File: src/design/aroc_pkg.sv
// Shared types and constants of the alarm relay output controller.
// No dependencies; every design module refers to it by scoped names.
package aroc_pkg;

	localparam int NUM_ALARMS = 10;
	localparam int NUM_OUTPUTS = 6;

	localparam int ALARM_W = 10;
	localparam int OUT_W = 6;
	localparam int DELAY_W = 8;
	localparam int TICK_W = 16;
	localparam int MASK_FIELD_W = 10;
	localparam int TICKS_PER_REG = 3;

	localparam int TRIG_REG_W = 60;
	localparam int DELAY_REG_W = 48;
	localparam int MODE_REG_W = 6;
	localparam int TICK_REG_W = 48;

	localparam int CFG_IDX_W = 3;
	localparam int CFG_DATA_W = 60;

	localparam logic [ALARM_W-1:0] ALARM_MASK = ALARM_W'((1 << NUM_ALARMS) - 1);
	localparam logic [DELAY_W-1:0] IDLE_DELAY = 8'hFF;

	typedef enum logic [CFG_IDX_W-1:0] {
		CFG_TRIGGER_MASKS = 3'd0,
		CFG_DELAY_RUNS = 3'd1,
		CFG_PULSE_MODE = 3'd2,
		CFG_TICKS_LOW = 3'd3,
		CFG_TICKS_HIGH = 3'd4
	} cfg_idx_t;

	typedef enum logic {
		REQ_RUN = 1'b0,
		REQ_TICK = 1'b1
	} req_kind_t;

	typedef struct packed {
		logic req_type;
		logic [ALARM_W-1:0] raise_mask;
		logic [ALARM_W-1:0] clear_mask;
		logic settings_reset;
	} req_t;

	typedef struct packed {
		logic [OUT_W-1:0] output_bits;
		logic [ALARM_W-1:0] alarm_bits;
		logic [ALARM_W-1:0] alarm_edges;
	} rsp_t;

	typedef struct packed {
		logic [TRIG_REG_W-1:0] trigger_masks;
		logic [DELAY_REG_W-1:0] delay_runs;
		logic [MODE_REG_W-1:0] pulse_mode_bits;
		logic [TICK_REG_W-1:0] pulse_ticks_low;
		logic [TICK_REG_W-1:0] pulse_ticks_high;
	} cfg_t;

	typedef struct packed {
		logic [MASK_FIELD_W-1:0] mask;
		logic [DELAY_W-1:0] delay;
		logic pulse;
		logic [TICK_W-1:0] ticks;
	} chan_cfg_t;

	typedef struct packed {
		logic [ALARM_W-1:0] rise;
		logic [ALARM_W-1:0] fall;
	} alarm_ev_t;

endpackage

File: src/design/alarm_relay_output_controller.sv
// Top level of the alarm relay output controller: input register, alarm and
// relay update logic, result register. Uses aroc_pkg, aroc_cfg, aroc_alarm, aroc_chan.
//
//   channel | signals                        | transaction
//   req     | req_valid, req_ready, req      | one run or tick item
//   rsp     | rsp_valid, rsp_ready, rsp      | relay levels, alarms, edges
//   cfg     | cfg_we, cfg_idx, cfg_data      | one register write
//
// Items pass input then result register; one item per cycle while rsp is not held.
// The state update of an item happens as it moves from the input register
// into the result register, so consecutive items see each other's state.
// A held rsp stalls the input register and drops req_ready; no skid needed.
// Reset clears alarms, relays and pulse counters; countdowns come up idle.
module alarm_relay_output_controller (
	input  logic                            clk,
	input  logic                            arst_n,
	input  logic                            req_valid,
	output logic                            req_ready,
	input  aroc_pkg::req_t                  req,
	output logic                            rsp_valid,
	input  logic                            rsp_ready,
	output aroc_pkg::rsp_t                  rsp,
	input  logic                            cfg_we,
	input  logic [aroc_pkg::CFG_IDX_W-1:0]  cfg_idx,
	input  logic [aroc_pkg::CFG_DATA_W-1:0] cfg_data
);

	aroc_pkg::cfg_t               cfg;
	aroc_pkg::req_t               req_s1;
	logic                         valid_s1;
	aroc_pkg::rsp_t               rsp_s2;
	logic                         valid_s2;
	logic                         adv;
	logic                         is_tick;
	logic [aroc_pkg::ALARM_W-1:0] alarm_d;
	logic [aroc_pkg::ALARM_W-1:0] edges;
	aroc_pkg::alarm_ev_t          ev;
	logic [aroc_pkg::OUT_W-1:0]   relay_vec;

	assign adv = valid_s1 && (!valid_s2 || rsp_ready);
	assign req_ready = !valid_s1 || adv;
	assign is_tick = (req_s1.req_type == aroc_pkg::REQ_TICK);

	aroc_cfg u_cfg (
		.clk      (clk),
		.arst_n   (arst_n),
		.cfg_we   (cfg_we),
		.cfg_idx  (cfg_idx),
		.cfg_data (cfg_data),
		.cfg      (cfg)
	);

	aroc_alarm u_alarm (
		.clk     (clk),
		.arst_n  (arst_n),
		.en      (adv),
		.req     (req_s1),
		.alarm_d (alarm_d),
		.edges   (edges),
		.ev      (ev)
	);

	for (genvar b = 0; b < aroc_pkg::OUT_W; b++) begin : g_out
		if (b < aroc_pkg::NUM_OUTPUTS) begin : g_chan
			aroc_pkg::chan_cfg_t ccfg;
			assign ccfg.mask = cfg.trigger_masks[aroc_pkg::MASK_FIELD_W*b +: aroc_pkg::MASK_FIELD_W];
			assign ccfg.delay = cfg.delay_runs[aroc_pkg::DELAY_W*b +: aroc_pkg::DELAY_W];
			assign ccfg.pulse = cfg.pulse_mode_bits[b];
			if (b < aroc_pkg::TICKS_PER_REG) begin : g_lo
				assign ccfg.ticks = cfg.pulse_ticks_low[aroc_pkg::TICK_W*b +: aroc_pkg::TICK_W];
			end else begin : g_hi
				assign ccfg.ticks = cfg.pulse_ticks_high[
					aroc_pkg::TICK_W*(b-aroc_pkg::TICKS_PER_REG) +: aroc_pkg::TICK_W];
			end
			aroc_chan u_chan (
				.clk     (clk),
				.arst_n  (arst_n),
				.en      (adv),
				.is_tick (is_tick),
				.ev      (ev),
				.ccfg    (ccfg),
				.relay_d (relay_vec[b])
			);
		end else begin : g_unused
			assign relay_vec[b] = 1'b0;
		end
	end

	always_ff @(posedge clk or negedge arst_n) begin
		if (!arst_n) begin
			valid_s1 <= 1'b0;
		end else if (req_ready) begin
			valid_s1 <= req_valid;
		end
	end

	always_ff @(posedge clk) begin
		if (req_ready && req_valid) begin
			req_s1 <= req;
		end
	end

	always_ff @(posedge clk or negedge arst_n) begin
		if (!arst_n) begin
			valid_s2 <= 1'b0;
		end else if (adv) begin
			valid_s2 <= 1'b1;
		end else if (rsp_ready) begin
			valid_s2 <= 1'b0;
		end
	end

	always_ff @(posedge clk) begin
		if (adv) begin
			rsp_s2.output_bits <= relay_vec;
			rsp_s2.alarm_bits <= alarm_d;
			rsp_s2.alarm_edges <= edges;
		end
	end

	assign rsp_valid = valid_s2;
	assign rsp = rsp_s2;

endmodule

File: src/design/aroc_cfg.sv
// Configuration register file of the alarm relay output controller.
// Depends on aroc_pkg for register indexes and the cfg_t bundle.
module aroc_cfg (
	input  logic                            clk,
	input  logic                            arst_n,
	input  logic                            cfg_we,
	input  logic [aroc_pkg::CFG_IDX_W-1:0]  cfg_idx,
	input  logic [aroc_pkg::CFG_DATA_W-1:0] cfg_data,
	output aroc_pkg::cfg_t                  cfg
);

	aroc_pkg::cfg_t cfg_q;

	always_ff @(posedge clk or negedge arst_n) begin
		if (!arst_n) begin
			cfg_q <= '0;
		end else if (cfg_we) begin
			unique case (cfg_idx)
				aroc_pkg::CFG_TRIGGER_MASKS: begin
					cfg_q.trigger_masks <= cfg_data[aroc_pkg::TRIG_REG_W-1:0];
				end
				aroc_pkg::CFG_DELAY_RUNS: begin
					cfg_q.delay_runs <= cfg_data[aroc_pkg::DELAY_REG_W-1:0];
				end
				aroc_pkg::CFG_PULSE_MODE: begin
					cfg_q.pulse_mode_bits <= cfg_data[aroc_pkg::MODE_REG_W-1:0];
				end
				aroc_pkg::CFG_TICKS_LOW: begin
					cfg_q.pulse_ticks_low <= cfg_data[aroc_pkg::TICK_REG_W-1:0];
				end
				aroc_pkg::CFG_TICKS_HIGH: begin
					cfg_q.pulse_ticks_high <= cfg_data[aroc_pkg::TICK_REG_W-1:0];
				end
				default: begin
				end
			endcase
		end
	end

	assign cfg = cfg_q;

endmodule

File: src/design/aroc_alarm.sv
// Alarm flag register with raise/clear merge and edge detection.
// Depends on aroc_pkg for the request struct and edge bundle.
module aroc_alarm (
	input  logic                          clk,
	input  logic                          arst_n,
	input  logic                          en,
	input  aroc_pkg::req_t                req,
	output logic [aroc_pkg::ALARM_W-1:0]  alarm_d,
	output logic [aroc_pkg::ALARM_W-1:0]  edges,
	output aroc_pkg::alarm_ev_t           ev
);

	logic [aroc_pkg::ALARM_W-1:0] alarm_q;
	logic [aroc_pkg::ALARM_W-1:0] seen;

	always_comb begin
		alarm_d = alarm_q;
		seen = alarm_q;
		if (req.req_type == aroc_pkg::REQ_RUN) begin
			if (req.settings_reset) begin
				alarm_d = '0;
				seen = aroc_pkg::ALARM_MASK;
			end else begin
				alarm_d = ((alarm_q & ~req.clear_mask) | req.raise_mask) & aroc_pkg::ALARM_MASK;
			end
		end
		edges = (alarm_d ^ seen) & aroc_pkg::ALARM_MASK;
		ev.rise = edges & alarm_d;
		ev.fall = edges & ~alarm_d;
	end

	always_ff @(posedge clk or negedge arst_n) begin
		if (!arst_n) begin
			alarm_q <= '0;
		end else if (en) begin
			alarm_q <= alarm_d;
		end
	end

endmodule

File: src/design/aroc_chan.sv
// One relay output: delay countdown, pulse counter and relay level.
// Depends on aroc_pkg for the per-output config and edge bundle.
module aroc_chan (
	input  logic                  clk,
	input  logic                  arst_n,
	input  logic                  en,
	input  logic                  is_tick,
	input  aroc_pkg::alarm_ev_t   ev,
	input  aroc_pkg::chan_cfg_t   ccfg,
	output logic                  relay_d
);

	logic [aroc_pkg::DELAY_W-1:0] delay_q;
	logic [aroc_pkg::DELAY_W-1:0] delay_d;
	logic [aroc_pkg::DELAY_W-1:0] delay_mid;
	logic [aroc_pkg::TICK_W-1:0]  pulse_q;
	logic [aroc_pkg::TICK_W-1:0]  pulse_d;
	logic                         relay_q;
	logic                         relay_mid;
	logic                         rise_hit;
	logic                         fall_hit;

	assign rise_hit = |(ccfg.mask & ev.rise);
	assign fall_hit = |(ccfg.mask & ev.fall);

	always_comb begin
		delay_d = delay_q;
		pulse_d = pulse_q;
		relay_d = relay_q;
		delay_mid = delay_q;
		relay_mid = relay_q;
		if (is_tick) begin
			if (pulse_q > aroc_pkg::TICK_W'(1)) begin
				pulse_d = pulse_q - aroc_pkg::TICK_W'(1);
			end else if (pulse_q == aroc_pkg::TICK_W'(1)) begin
				pulse_d = '0;
				relay_d = 1'b0;
			end
		end else begin
			if (rise_hit && delay_q == aroc_pkg::IDLE_DELAY) begin
				delay_mid = ccfg.delay;
			end
			if (fall_hit && !ccfg.pulse) begin
				relay_mid = 1'b0;
			end
			relay_d = relay_mid;
			delay_d = delay_mid;
			if (delay_mid == '0) begin
				delay_d = aroc_pkg::IDLE_DELAY;
				relay_d = 1'b1;
				if (ccfg.pulse) begin
					pulse_d = ccfg.ticks;
				end
			end else if (delay_mid != aroc_pkg::IDLE_DELAY) begin
				delay_d = delay_mid - aroc_pkg::DELAY_W'(1);
			end
		end
	end

	always_ff @(posedge clk or negedge arst_n) begin
		if (!arst_n) begin
			delay_q <= aroc_pkg::IDLE_DELAY;
			pulse_q <= '0;
			relay_q <= 1'b0;
		end else if (en) begin
			delay_q <= delay_d;
			pulse_q <= pulse_d;
			relay_q <= relay_d;
		end
	end

endmodule

File: config.mk
export PLATFORM = sky130hd
export DESIGN_NAME = alarm_relay_output_controller
export DESIGN_NICKNAME = d
export VERILOG_FILES = /design/src/design/aroc_pkg.sv /design/src/design/alarm_relay_output_controller.sv /design/src/design/aroc_cfg.sv /design/src/design/aroc_alarm.sv /design/src/design/aroc_chan.sv
export SDC_FILE = /design/constraint.sdc
export NUM_CORES = 1
export LEC_CHECK = 0
export BUFFER_PORTS_ARGS = -buffer_cell sky130_fd_sc_hd__buf_2
export CAP_MARGIN = 5
export CORE_ASPECT_RATIO = 1.2
export CORE_MARGIN = 4
export CORE_UTILIZATION = 43
export DETAILED_ROUTE_END_ITERATION = 12
export SLEW_MARGIN = 30
export SYNTH_ARGS = -nofsm -noshare
export SYNTH_HDL_FRONTEND = slang
export SYNTH_SLANG_ARGS = --single-unit
File: constraint.sdc
create_clock -name clk -period 6.4 [get_ports clk]
set_clock_uncertainty 0.15 [all_clocks]
set_input_delay 0.96 -clock clk [delete_from_list [all_inputs] [get_ports clk]]
set_output_delay 0.96 -clock clk [all_outputs]
set_load 0.02 [all_outputs]
==> reports/metrics.yaml <==
layout:
  number_of_nets_in_the_final_layout: 2414
  drive_above_1_share_pct: 22.7
  final_design_area_no_fill_um2: 25500
  layout-area-overhead-vs-synth_pct: 12.8
die:
  dieWidth_um: 217
  die_h_um: 259
  core_area_um2: 51700
  num_rows: 91
  initial_utilization_pct: 43.7
  dieArea_um2: 56200
  floorplan.io_pins: 118
routing:
  drt.antenna.violating_nets: 0
  drc: 0
  drtPass1Iterations: 5
  num_vias: 18360
  routed_wl_um: 67900
  vias_per_cell: 6.10
  avgRoutedWirePerCell_um: 22.6
  dr.first_iter.drc_count: 1579
clock_network:
  cts_root_cell: "clkbuf_16"
  clk-insertion-delay-late_ns: 0.58
  ctsResizeCount: 0
  clockBufferDepth: 3
  clkSlewWorstSetupHoldPaths_ns: 0.06
  cts_buffers: 46
  clock_tree_from_tritoncts: "built"
  cts-htree-levels: 2
  cts_hold_buf: 0
  cts.repair_timing.setup_buffer_count: 0
  clk_sink_count: 420
sta:
  timing_worst_slew_pin_value_ns: 0.939
  max_clock_freq_ghz: 0.184
  finalSetupTns_ns: 0
  rsz0062_at_grt: "false"
  post-route-min-period_ns: 5.45
  worst_case_setup_margin_in_the_final_layout_ns: 0.955
  min_period_over_period_pct: 85.1
  finalMaxSlewViolations: 0
  final_number_of_setup_violating_endpoints: 0
  finalHoldViolCount: 0
  max-slew-margin-rel_pct: 36.6
place:
  placed_cell_area_um2: 23800
  pre_cts_ws_ns: 1.02
  numPortBuffers: 117
  hpwl_after_detailed_placement_um: 46400
  gp_congestion: 0.905
setup_path:
  r2r_end: "g_out[0].g_chan.u_chan.pulse_q[11]"
  worstSetupPathType: "register to register"
  peak_fanout_along_the_critical_path: 21
  critical_path.endpoint_type: "register"
  worst_setup_path_startpoint: "req_s1[0]"
  cpMostUsedCell: "ha_1"
  critPathRequiredTime_ns: 6.71
  reg2reg_slack_ns: 0.95
  slowest_delay_ns: 0.70
  startpoint_types: "register"
  critical_path.slowest_cell: "edfxtp_1"
  ordered_cell_list_for_the_critical_path: "nor2b_1 -> nor2_1 -> ha_1 -> a22oi_1 -> nand4_1 -> o2111ai_2 -> o21ai_1 -> ha_1 -> a21boi_1 -> a31oi_1 -> buf_4 -> nand2b_1 -> mux2_4"
  register_to_register_path_depth: 13
  critical_path.endpoint: "g_out[0].g_chan.u_chan.pulse_q[11]"
  worst_ep_arrival_time_ns: 5.76
  timing.rr.start: "req_s1[0]"
synth:
  synth_area_per_cell_um2: 10.3
  synth_cells: 2193
  synth.cell_area_um2: 22600
  ys_async_sr_fraction_pct: 88.6
  synth.lib_cells_used.distinct: 107
  synth.yosys.seq_area_share_pct: 47.9
  ys_dominant_reg_cell: "dfrtp_1"
  yosys_register_bits: 420
  syn_nets: 2333
  netlist_top_cells_area: "dfrtp_1, mux2_2, edfxtp_1"
  netlist_top_cells_count: "dfrtp_1, o21ai_0, mux2_2, nand2_1"
  synthesis.yosys.warnings: 0
  synth_top_cell_area_share_pct: 35.9
  synth_edf_count: 48
  synth_top_area_cell: "dfrtp_1"
  synth.most_common_cell: "dfrtp_1"
power_and_ir_drop:
  ir_drop_mv: 0.290
  power.leakage_uw: 0.0104
  power.density_cell_area_nw_per_um2: 395
worst_hold_path:
  hold_class: "primary input to asynchronous set/reset pin"
job:
  cap_viol_max_count: 0
grt:
  globalRouteTotalUtil_pct: 23.8
  vias_in_the_first_global_route: 18454
  grt-ovfl-total: 0
  grt_first_pass_wirelength_um: 106000
  grt_antenna_before_repair: 3
  largest_net_degree_at_the_start_of_global_routing: 135
outcome:
  outcome: "completed"
==> cells in the final DEF (no fill, tap or decap), types with 11 or more instances in the layout <==
master / instances
a31oi_1: 24
nand3_1: 55
o21ai_1: 39
mux2i_1: 18
and2_1: 16
and3_1: 14
o31ai_1: 16
a22oi_1: 63
nor3_1: 67
or3_1: 15
nand2b_1: 12
nand2_1: 135
buf_4: 18
a22o_1: 34
a221oi_1: 17
mux2_2: 197
a21oi_1: 120
nor2_1: 119
ha_1: 50
clkbuf_16: 50
o2111ai_1: 16
nand4_1: 19
dfstp_2: 48
nor2b_1: 25
buf_2: 116
o211ai_1: 16
edfxtp_1: 48
dfrtp_1: 324
o2bb2ai_1: 16
clkinv_2: 11
o21ai_0: 208
nor4_1: 30
inv_1: 102
==> registers in the layout, indices dropped and copies added (netlist names) <==
| signal | count |
|---|---|
| g_out.g_chan.u_chan.delay_q | 48 |
| u_alarm.alarm_q | 10 |
| req_s1 | 21 |
| is_tick | 1 |
| rsp | 26 |
| valid_s1 | 1 |
| g_out.g_chan.u_chan.relay_q | 6 |
| u_cfg.cfg | 210 |
| g_out.g_chan.u_chan.pulse_q | 96 |
| rsp_valid | 1 |
==> worst min-delay path by stage <==
stage	from	endpoint	slack [ns]	cells past startpoint
after floorplan	valid_s1	rsp_valid	0.31	1
after global placement	g_out[4].g_chan.u_chan.pulse_q[15]	g_out[4].g_chan.u_chan.pulse_q[15]	0.33	1
after detailed placement	g_out[4].g_chan.u_chan.pulse_q[15]	g_out[4].g_chan.u_chan.pulse_q[15]	0.33	1
after CTS	g_out[4].g_chan.u_chan.pulse_q[15]	g_out[4].g_chan.u_chan.pulse_q[15]	0.35	1
after global routing	arst_n	u_cfg.cfg[58]	0.18	1
final	arst_n	g_out[0].g_chan.u_chan.pulse_q[11]	0.15	1
==> critical path: cells and delay by family, from the launching register on <==
kind	cells	cell delay, ns
simple gates	4	1.79
compound gates	5	1.48
flops	1	0.70
fa+ha+maj	2	0.61
mux	1	0.35
buf+inv	1	0.22
==> logic make-up after synthesis <==
family / share of synthesized area, %
AO/OA/AOI/OAI: 21.3
AND/OR/NAND/NOR: 13.0
flip-flops: 47.9
multiplexers: 10.7
buffers and inverters: 3.78
adder cells (fa/ha/maj): 2.77
XOR/XNOR: 0.582
==> routing by layer <==
metal  vias up  wire, um  GRT usage [%]
li1       8418         -              -
met3       140      3790           3.34
met1      9144     29600           31.8
met4         0      2560           9.70
met5         -         0              0
met2       658     32000           39.1
==> cell type report <==
type / instances / area, um^2
Clock buffer: 64 / 1360
Timing Repair Buffer: 138 / 798
Antenna cell: 2 / 5.00
Inverter: 104 / 392
Multi-Input combinational cell: 1564 / 11000
Clock inverter: 21 / 260
Sequential cell: 420 / 10800
Fill cell: 4814 / 26200
Tap cell: 697 / 872
==> where the power goes <==
group / leakage [uW] / total (uW) / switching (uW) / internal (uW)
sequential: 0.00489 / 4260 / 761 / 3500
combinational: 0.00467 / 2930 / 1760 / 1180
clock: 0.000796 / 2860 / 1130 / 1730
==> per-stage QoR <==
step                hold slack, ns  utilization [%]  instances  power, uW
finish                       0.152             49.3       3010      10100
global route                 0.180             49.2       3009      10700
global placement             0.327             46.0       2922       7100
detailed placement           0.330             46.0       2922       7180
CTS                          0.348             49.2       3007      10100
floorplan                    0.307                -       2193       6240
No activity file was read; power rests on OpenSTA's default activity.
